===== src/rtl/gca_pkg.sv =====
// Shared constants for the gesture confirm arbiter.
// No dependencies; used by every module of the block.
`timescale 1ns / 1ps

package gca_pkg;

  localparam int ID_BITS_DEFAULT     = 8;
  localparam int SOURCE_BITS_DEFAULT = 2;

  localparam int TIME_BITS      = 32;
  localparam int CONF_BITS      = 16;
  localparam int CFG_BITS       = 16;
  localparam int CFG_INDEX_BITS = 8;

  // Register indexes on the configuration port
  localparam logic [CFG_INDEX_BITS-1:0] REG_COOLDOWN = 8'd0;
  localparam logic [CFG_INDEX_BITS-1:0] REG_CONFIRM  = 8'd1;

  localparam logic [CFG_BITS-1:0] COOLDOWN_RESET = 16'd1000;
  localparam logic [CFG_BITS-1:0] CONFIRM_RESET  = 16'd300;

endpackage


===== src/rtl/gca_lane.sv =====
// One candidate lane: checks a gesture candidate for validity.
// Depends on gca_pkg for the confidence width.
`timescale 1ns / 1ps

module gca_lane #(
  parameter int ID_BITS     = gca_pkg::ID_BITS_DEFAULT,
  parameter int SOURCE_BITS = gca_pkg::SOURCE_BITS_DEFAULT
) (
  input  logic [SOURCE_BITS-1:0]              source,
  input  logic [ID_BITS-1:0]                  gesture_id,
  input  logic signed [gca_pkg::CONF_BITS-1:0] confidence,
  output logic                                ok
);

  // Valid: known source, nonempty id, sign bit clear
  assign ok = (source != '0) && (gesture_id != '0) &&
              !confidence[gca_pkg::CONF_BITS-1];

endmodule


===== src/rtl/gca_core.sv =====
// Merge of the two lanes, pending-gesture state, cooldown and result register.
// Depends on gca_pkg; fed by two gca_lane instances.
`timescale 1ns / 1ps

module gca_core #(
  parameter int ID_BITS     = gca_pkg::ID_BITS_DEFAULT,
  parameter int SOURCE_BITS = gca_pkg::SOURCE_BITS_DEFAULT
) (
  input  logic                                 clk,
  input  logic                                 rst,
  input  logic                                 cfg_we,
  input  logic [gca_pkg::CFG_INDEX_BITS-1:0]   cfg_index,
  input  logic [gca_pkg::CFG_BITS-1:0]         cfg_data,
  input  logic                                 step,
  input  logic                                 take,
  input  logic [gca_pkg::TIME_BITS-1:0]        now_ms,
  input  logic                                 single_ok,
  input  logic [SOURCE_BITS-1:0]               single_source,
  input  logic [ID_BITS-1:0]                   single_gesture_id,
  input  logic signed [gca_pkg::CONF_BITS-1:0] single_confidence,
  input  logic                                 bimanual_ok,
  input  logic [SOURCE_BITS-1:0]               bimanual_source,
  input  logic [ID_BITS-1:0]                   bimanual_gesture_id,
  input  logic signed [gca_pkg::CONF_BITS-1:0] bimanual_confidence,
  output logic                                 out_valid,
  output logic                                 announce,
  output logic [SOURCE_BITS-1:0]               out_source,
  output logic [ID_BITS-1:0]                   out_gesture_id,
  output logic signed [gca_pkg::CONF_BITS-1:0] out_confidence,
  output logic [gca_pkg::CFG_BITS-1:0]         cooldown_left
);

  localparam int TB = gca_pkg::TIME_BITS;
  localparam int CB = gca_pkg::CONF_BITS;
  localparam int RB = gca_pkg::CFG_BITS;

  logic [RB-1:0]          cooldown_ms;
  logic [RB-1:0]          confirm_ms;

  logic [ID_BITS-1:0]     pend_id, pend_id_next;
  logic [SOURCE_BITS-1:0] pend_source, pend_source_next;
  logic [CB-1:0]          pend_conf, pend_conf_next;
  logic [TB-1:0]          pend_start, pend_start_next;
  logic [ID_BITS-1:0]     last_said_id, last_said_id_next;
  logic [TB-1:0]          last_said_time, last_said_time_next;
  logic                   after_cool_cleared, after_cool_cleared_next;

  logic                   have;
  logic [ID_BITS-1:0]     w_id;
  logic [SOURCE_BITS-1:0] w_src;
  logic [CB-1:0]          w_conf;
  logic                   said_set;
  logic [TB-1:0]          el_cool;
  logic                   in_cool;
  logic [ID_BITS-1:0]     id0;
  logic [TB-1:0]          start0;
  logic [TB-1:0]          el_conf;
  logic                   ann;
  logic [RB-1:0]          rem;

  // Merge lanes: two-hand candidate wins
  assign have   = bimanual_ok || single_ok;
  assign w_id   = bimanual_ok ? bimanual_gesture_id : single_gesture_id;
  assign w_src  = bimanual_ok ? bimanual_source     : single_source;
  assign w_conf = bimanual_ok ? bimanual_confidence : single_confidence;

  // Cooldown window, wrapping time difference
  assign said_set = (last_said_time != '0);
  assign el_cool  = now_ms - last_said_time;
  assign in_cool  = said_set && (el_cool < {{(TB-RB){1'b0}}, cooldown_ms});

  // Next state of the pending gesture and announcement
  always_comb begin
    pend_id_next            = pend_id;
    pend_source_next        = pend_source;
    pend_conf_next          = pend_conf;
    pend_start_next         = pend_start;
    last_said_id_next       = last_said_id;
    last_said_time_next     = last_said_time;
    after_cool_cleared_next = after_cool_cleared;
    id0                     = pend_id;
    start0                  = pend_start;
    el_conf                 = '0;
    ann                     = 1'b0;
    if (in_cool) begin
      if (have) begin
        pend_id_next     = w_id;
        pend_source_next = w_src;
        pend_conf_next   = w_conf;
      end
      after_cool_cleared_next = 1'b0;
    end else begin
      // drop the pending gesture once, on the first tick past the cooldown
      if (said_set && !after_cool_cleared) begin
        id0                     = '0;
        start0                  = '0;
        after_cool_cleared_next = 1'b1;
      end
      if (have) begin
        pend_start_next  = (w_id != id0) ? now_ms : start0;
        pend_id_next     = w_id;
        pend_source_next = w_src;
        pend_conf_next   = w_conf;
      end else begin
        pend_id_next     = '0;
        pend_source_next = '0;
        pend_conf_next   = '0;
        pend_start_next  = '0;
      end
      el_conf = now_ms - pend_start_next;
      if ((pend_id_next != '0) &&
          (el_conf >= {{(TB-RB){1'b0}}, confirm_ms}) &&
          (pend_id_next != last_said_id)) begin
        ann                 = 1'b1;
        last_said_id_next   = pend_id_next;
        last_said_time_next = now_ms;
      end
    end
  end

  // Cooldown left after this tick
  always_comb begin
    if (ann) begin
      rem = (now_ms != '0) ? cooldown_ms : '0;
    end else if (in_cool) begin
      rem = cooldown_ms - el_cool[RB-1:0];
    end else begin
      rem = '0;
    end
  end

  // Configuration registers
  always_ff @(posedge clk) begin
    if (rst) begin
      cooldown_ms <= gca_pkg::COOLDOWN_RESET;
      confirm_ms  <= gca_pkg::CONFIRM_RESET;
    end else if (cfg_we) begin
      unique case (cfg_index)
        gca_pkg::REG_COOLDOWN: cooldown_ms <= cfg_data;
        gca_pkg::REG_CONFIRM:  confirm_ms  <= cfg_data;
        default: ;
      endcase
    end
  end

  // Advance state on each accepted beat
  always_ff @(posedge clk) begin
    if (rst) begin
      pend_id            <= '0;
      pend_source        <= '0;
      pend_conf          <= '0;
      pend_start         <= '0;
      last_said_id       <= '0;
      last_said_time     <= '0;
      after_cool_cleared <= 1'b0;
    end else if (step) begin
      if (ann) begin
        pend_id     <= '0;
        pend_source <= '0;
        pend_conf   <= '0;
        pend_start  <= '0;
      end else begin
        pend_id     <= pend_id_next;
        pend_source <= pend_source_next;
        pend_conf   <= pend_conf_next;
        pend_start  <= pend_start_next;
      end
      last_said_id       <= last_said_id_next;
      last_said_time     <= last_said_time_next;
      after_cool_cleared <= after_cool_cleared_next;
    end
  end

  // Result register: hold while stalled, load on each accepted beat
  always_ff @(posedge clk) begin
    if (rst) begin
      out_valid <= 1'b0;
    end else if (step) begin
      out_valid <= 1'b1;
    end else if (take) begin
      out_valid <= 1'b0;
    end
  end

  always_ff @(posedge clk) begin
    if (step) begin
      announce       <= ann;
      out_source     <= ann ? pend_source_next : '0;
      out_gesture_id <= ann ? pend_id_next : '0;
      out_confidence <= ann ? signed'(pend_conf_next) : '0;
      cooldown_left  <= rem;
    end
  end

endmodule


===== src/rtl/gesture_confirm_arbiter_top.sv =====
// Gesture confirm arbiter: usage.
// Input channel (in_valid / in_stall) carries one tick: now_ms and two gesture
// candidates, single-hand and two-hand. Each lane checks its candidate; the
// core picks the two-hand one when both are valid.
// Output channel (out_valid / out_stall) carries exactly one result per tick:
// announce, the announced gesture (zeros when not announcing) and cooldown_left.
// The result is registered and appears in the cycle after its tick is taken;
// throughput is one tick per cycle while the receiver does not stall, set by the
// update of the pending-gesture and cooldown registers in front of the result register.
// When the receiver stalls, the result register holds its beat and in_stall
// rises; a new tick is taken in the same cycle the held result is taken.
// Configuration (cfg_valid / cfg_ready / cfg_index / cfg_data) is always ready:
// index 0 is cooldown_ms, index 1 is confirm_ms, other indexes are ignored.
// Write it only while the block is idle.
// rst (synchronous, active high) clears the pending gesture and announcement
// history, empties the result register and sets cooldown_ms 1000, confirm_ms 300.
// Depends on gca_pkg, gca_lane and gca_core.
`timescale 1ns / 1ps

module gesture_confirm_arbiter_top #(
  parameter int ID_BITS     = gca_pkg::ID_BITS_DEFAULT,
  parameter int SOURCE_BITS = gca_pkg::SOURCE_BITS_DEFAULT
) (
  input  logic                                 clk,
  input  logic                                 rst,
  input  logic                                 cfg_valid,
  output logic                                 cfg_ready,
  input  logic [gca_pkg::CFG_INDEX_BITS-1:0]   cfg_index,
  input  logic [gca_pkg::CFG_BITS-1:0]         cfg_data,
  input  logic                                 in_valid,
  output logic                                 in_stall,
  input  logic [gca_pkg::TIME_BITS-1:0]        now_ms,
  input  logic [SOURCE_BITS-1:0]               single_source,
  input  logic [ID_BITS-1:0]                   single_gesture_id,
  input  logic signed [gca_pkg::CONF_BITS-1:0] single_confidence,
  input  logic [SOURCE_BITS-1:0]               bimanual_source,
  input  logic [ID_BITS-1:0]                   bimanual_gesture_id,
  input  logic signed [gca_pkg::CONF_BITS-1:0] bimanual_confidence,
  output logic                                 out_valid,
  input  logic                                 out_stall,
  output logic                                 announce,
  output logic [SOURCE_BITS-1:0]               out_source,
  output logic [ID_BITS-1:0]                   out_gesture_id,
  output logic signed [gca_pkg::CONF_BITS-1:0] out_confidence,
  output logic [gca_pkg::CFG_BITS-1:0]         cooldown_left
);

  logic single_ok;
  logic bimanual_ok;
  logic step;
  logic take;

  // Handshake: stall only while a result waits and the receiver stalls
  assign cfg_ready = 1'b1;
  assign in_stall  = out_valid && out_stall;
  assign step      = in_valid && !in_stall;
  assign take      = out_valid && !out_stall;

  gca_lane #(.ID_BITS(ID_BITS), .SOURCE_BITS(SOURCE_BITS)) u_lane_single (
    .source     (single_source),
    .gesture_id (single_gesture_id),
    .confidence (single_confidence),
    .ok         (single_ok)
  );

  gca_lane #(.ID_BITS(ID_BITS), .SOURCE_BITS(SOURCE_BITS)) u_lane_bimanual (
    .source     (bimanual_source),
    .gesture_id (bimanual_gesture_id),
    .confidence (bimanual_confidence),
    .ok         (bimanual_ok)
  );

  gca_core #(.ID_BITS(ID_BITS), .SOURCE_BITS(SOURCE_BITS)) u_core (
    .clk                 (clk),
    .rst                 (rst),
    .cfg_we              (cfg_valid && cfg_ready),
    .cfg_index           (cfg_index),
    .cfg_data            (cfg_data),
    .step                (step),
    .take                (take),
    .now_ms              (now_ms),
    .single_ok           (single_ok),
    .single_source       (single_source),
    .single_gesture_id   (single_gesture_id),
    .single_confidence   (single_confidence),
    .bimanual_ok         (bimanual_ok),
    .bimanual_source     (bimanual_source),
    .bimanual_gesture_id (bimanual_gesture_id),
    .bimanual_confidence (bimanual_confidence),
    .out_valid           (out_valid),
    .announce            (announce),
    .out_source          (out_source),
    .out_gesture_id      (out_gesture_id),
    .out_confidence      (out_confidence),
    .cooldown_left       (cooldown_left)
  );

endmodule


===== config.mk =====
export PLATFORM = sky130hd
export DESIGN_NAME = gesture_confirm_arbiter_top
export DESIGN_NICKNAME = d
export VERILOG_FILES = /design/src/rtl/gca_pkg.sv /design/src/rtl/gca_lane.sv /design/src/rtl/gca_core.sv /design/src/rtl/gesture_confirm_arbiter_top.sv
export SDC_FILE = /design/constraint.sdc
export NUM_CORES = 1
export LEC_CHECK = 0
export BUFFER_PORTS_ARGS = -buffer_cell sky130_fd_sc_hd__buf_4
export CAP_MARGIN = 20
export CORE_ASPECT_RATIO = 1.1
export CORE_MARGIN = 4
export CORE_UTILIZATION = 55
export CTS_CLUSTER_SIZE = 28
export DETAILED_ROUTE_END_ITERATION = 10
export PLACE_DENSITY = 0.75
export SLEW_MARGIN = 10
export SYNTH_ARGS = -nofsm -noshare
export SYNTH_HDL_FRONTEND = slang
export SYNTH_HIERARCHICAL = 1
export SYNTH_SLANG_ARGS = --single-unit
export TNS_END_PERCENT = 1

===== constraint.sdc =====
create_clock -name clk -period 20.9 [get_ports clk]
set_input_delay 1.045 -clock clk [delete_from_list [all_inputs] [get_ports clk]]
set_output_delay 1.045 -clock clk [all_outputs]
set_load 0.005 [all_outputs]

==> metrics.txt <==
# TYPE chip_impl_metric gauge
chip_impl_info{name="outcome",value="complete, no violations"} 1
chip_impl_metric{name="cp_data_required_time",unit="ps"} 21190
chip_impl_metric{name="synth.lib_cells_used.distinct",unit=""} 81
chip_impl_metric{name="syn-cell-area",unit="µm²"} 12640
chip_impl_metric{name="overall_die_area",unit="µm²"} 25470
chip_impl_metric{name="post-route-period-util",unit="%"} 41.81
chip_impl_metric{name="path_clk_slew",unit="ps"} 70
chip_impl_metric{name="finalHoldViolCount",unit=""} 0
chip_impl_metric{name="worstPathBufferInverterCount",unit=""} 4
chip_impl_metric{name="postSynthCellCount",unit=""} 1619
chip_impl_metric{name="fillCellCount",unit=""} 1985
chip_impl_metric{name="routed_wl",unit="µm"} 37150
chip_impl_metric{name="cellLeakagePower",unit="µW"} 0.005973
chip_impl_metric{name="routed_vias",unit=""} 12273
chip_impl_metric{name="multiInputGateArea",unit="µm²"} 8282
chip_impl_metric{name="worst_clock_skew",unit="ps"} 14.99
chip_impl_info{name="startpoint_type",value="flop"} 1
chip_impl_metric{name="synth_enable_flop_cells",unit=""} 43
chip_impl_metric{name="final_core_util",unit="%"} 64.87
chip_impl_metric{name="worst_slew_pin_slew",unit="ps"} 1105
chip_impl_info{name="unrepaired_setup_endpoints_after_global_routing",value="false"} 1
chip_impl_metric{name="boundaryPins",unit=""} 159
chip_impl_metric{name="routed_via_density",unit=""} 6.091
chip_impl_metric{name="antenna_violations_before_repair",unit=""} 0
chip_impl_metric{name="final-max-slew-violation-count",unit=""} 0
chip_impl_info{name="ys.flop_type",value="sky130_fd_sc_hd__dfxtp_1"} 1
chip_impl_metric{name="final_setup_tns",unit="ps"} 0
chip_impl_metric{name="areaGrowthSynthToFinish",unit="%"} 14.60
chip_impl_metric{name="p_per_area",unit="nW/µm²"} 69.37
chip_impl_info{name="path_delay_family",value="compound AO/OA/AOI/OAI gates"} 1
chip_impl_metric{name="synth_seq_area_share",unit="%"} 28.28
chip_impl_metric{name="final_antenna_diode_count",unit=""} 0
chip_impl_info{name="crit_slowest_cell",value="sky130_fd_sc_hd__o31a_2"} 1
chip_impl_metric{name="routabilityCongestion",unit=""} 0.9731
chip_impl_metric{name="clockBufferDepth",unit=""} 2
chip_impl_metric{name="hpwl_detailed",unit="µm"} 27650
chip_impl_metric{name="die_width",unit="µm"} 152.5
chip_impl_metric{name="detail-route-antenna-nets",unit=""} 0
chip_impl_metric{name="floorplan.initialDensity",unit="%"} 56.61
chip_impl_metric{name="syn-mean-instance-area",unit="µm²"} 7.805
chip_impl_metric{name="grtUsageTotal",unit="%"} 27.93
chip_impl_metric{name="synth_fp_nets",unit=""} 1846
chip_impl_metric{name="slew_headroom",unit="%"} 26.11
chip_impl_metric{name="drive_gt1_share",unit="%"} 14.94
chip_impl_metric{name="seqCellArea",unit="µm²"} 3573
chip_impl_info{name="cts_root_buf",value="sky130_fd_sc_hd__clkbuf_16"} 1
chip_impl_metric{name="cts_repair_resize_count",unit=""} 0
chip_impl_metric{name="synth_async_sr_flop_share",unit="%"} 0
chip_impl_metric{name="cts_setup_buffers",unit=""} 0
chip_impl_info{name="most-common-layout-cells",value="sky130_fd_sc_hd__nand2_1 (173), sky130_fd_sc_hd__buf_4 (166), sky130_fd_sc_hd__a21oi_1 (164)"} 1
chip_impl_metric{name="clk_latency",unit="ps"} 440
chip_impl_info{name="hold_class",value="reg2reg"} 1
chip_impl_metric{name="numCtsBuffers",unit=""} 17
chip_impl_metric{name="critPathArrivalTime",unit="ps"} 9030
chip_impl_metric{name="per_cell_routed_wire_length",unit="µm"} 18.44
chip_impl_metric{name="clock_tree.htree_level_count",unit=""} 4
chip_impl_metric{name="synth-warning-count",unit=""} 6
chip_impl_metric{name="cp.depth",unit=""} 32
chip_impl_info{name="layout_commonest_cell",value="sky130_fd_sc_hd__nand2_1"} 1
chip_impl_metric{name="cap_viol_max_count",unit=""} 0
chip_impl_metric{name="global_route.overflow_total",unit=""} 0
chip_impl_info{name="critPathKind",value="reg2reg"} 1
chip_impl_metric{name="via_count_of_the_first_global_routing_pass",unit=""} 11728
chip_impl_info{name="tritoncts",value="done"} 1
chip_impl_metric{name="pin_count_of_the_biggest_net_entering_global_routing",unit=""} 106
chip_impl_metric{name="num_rows",unit=""} 57
chip_impl_metric{name="timing.fmax",unit="MHz"} 114.4
chip_impl_info{name="critical-path-top-cell-by-count",value="sky130_fd_sc_hd__o21ai_0"} 1
chip_impl_metric{name="global_route_wire_length_before_repair",unit="µm"} 59090
chip_impl_metric{name="height_of_the_chip",unit="µm"} 167.0
chip_impl_metric{name="tritoncts_num_sinks",unit=""} 157
chip_impl_metric{name="worst_hold_path.num_cells",unit=""} 2
chip_impl_metric{name="drtPass1Iterations",unit=""} 8
chip_impl_metric{name="core_region_area",unit="µm²"} 22320
chip_impl_metric{name="final_period_minus_worst_setup_slack",unit="ps"} 8739
chip_impl_metric{name="buffer_ports.inserted",unit=""} 157
chip_impl_info{name="worst_setup_path_end_kind",value="flop"} 1
chip_impl_metric{name="critical_path.max_stage_delay",unit="ps"} 850
chip_impl_metric{name="finalNetCount",unit=""} 1934
chip_impl_metric{name="postSynthRegisterBits",unit=""} 157
chip_impl_metric{name="setup_viol_count_final",unit=""} 0
chip_impl_metric{name="detailedRoute.firstIterationViolations",unit=""} 983
chip_impl_metric{name="vdd_ir_drop_max",unit="mV"} 0.06270
chip_impl_metric{name="hold_buffers",unit=""} 0
chip_impl_metric{name="critical_path.max_fanout",unit=""} 65
chip_impl_metric{name="drcViolationCount",unit=""} 0
chip_impl_metric{name="r2r.worst_path.cells",unit=""} 32
layout make-up:
class                           instances  area share, %
Clock buffer                           17          2.938
Timing Repair Buffer                  168          8.788
Sequential cell                       157          24.68
Clock inverter                         15          1.184
Tap cell                              295          2.549
Multi-Input combinational cell       1260          57.19
Inverter                              103          2.670
logic make-up (layout without fill, tap and decap cells):
logic type      Yosys count  count (layout)  synth area share (%)
other cells               1               1               0.02968
xor+xnor                 66              66                 4.575
buf+inv                 202             303                 6.555
simple gates            544             544                 20.93
compound gates          497             497                 25.10
fa+ha+maj               114             114                 11.47
flops                   157             157                 28.28
mux                      38              38                 3.060
synth_stat cells, drive strengths merged, types with 13 or more instances:
cell type,instances,area [µm²]
nand2,180,693.2
o21ai,139,744.5
a211o,13,113.9
ha,111,1389
nand3,53,265.3
a22oi,28,210.2
xnor2,31,271.5
o21a,14,105.1
a21o,30,225.2
nor3,19,100.1
inv,103,386.6
nor2b,15,93.84
nand2b,18,112.6
a22o,18,157.7
a21oi,165,829.6
clkbuf,62,232.7
edfxtp,43,1291
a211oi,15,112.6
nor2,122,465.5
nor4,28,175.2
buf,37,209.0
mux2i,33,330.3
xor2,35,306.5
nand4,23,143.9
or3,38,237.7
dfxtp,114,2282
power by group:
| part | internal, µW | total [µW] | switching, µW |
|---|---|---|---|
| Combinational | 143 | 357 | 214 |
| Clock | 161 | 312 | 151 |
| Sequential | 329 | 336 | 7.26 |
| Total | 633 | 1000 | 372 |
metal layers:
metal | vias to the layer above | global-route usage [%] | wire [µm]
met1 | 5785 | 36.27 | 15930
met3 | 57 | 3.893 | 2399
met2 | 437 | 48.40 | 17920
li1 | 5994 | - | -
met4 | 0 | 8.563 | 903
met5 | - | 0 | 0
stage by stage:
step	setup WS (ps)	total power (µW)	area (µm²)	hold slack (ps)	cells
2_1_floorplan	13440	589.6	12640	432.1	1619
3_3_place_gp	12260	685.3	13860	438.3	1981
3_5_place_dp	11920	691.4	13860	443.6	1981
4_1_cts	12290	1003	14450	453.9	2013
5_1_grt	11630	1059	14480	468.2	2015
6_report	12160	1004	14480	450.6	2015
tightest hold or removal path: stages, from the launching register on:
cell                      delay [ps]
sky130_fd_sc_hd__dfxtp_1         310
sky130_fd_sc_hd__nand2_1          50
sky130_fd_sc_hd__a21oi_1          50
state kept, by name (all words and copies together) (netlist names), 8 cells and up:
| name | count |
|---|---|
| u_core/pend_start | 32 |
| u_core/pend_id | 8 |
| u_core/confirm_ms | 16 |
| u_core/cooldown_ms | 16 |
| u_core/out_gesture_id | 8 |
| u_core/cooldown_left | 16 |
| u_core/last_said_time | 32 |
| u_core/last_said_id | 8 |
| u_core/out_confidence | 16 |
path summary, 6_finish.rpt:
path,from,to,slack [ps]
worst max-delay path,u_core/last_said_time[22]$_SDFFE_PP0P_,u_core/out_confidence[10]$_SDFFCE_PN0P_,12160
worst min-delay path,u_core/pend_start[22]$_SDFFE_PP0P_,u_core/pend_start[22]$_SDFFE_PP0P_,450
worst max register to register,u_core/last_said_time[22]$_SDFFE_PP0P_,u_core/out_confidence[10]$_SDFFCE_PN0P_,12160
worst min register to register,u_core/pend_start[22]$_SDFFE_PP0P_,u_core/pend_start[22]$_SDFFE_PP0P_,450
Note: power is estimated with default switching activity, not from simulation.
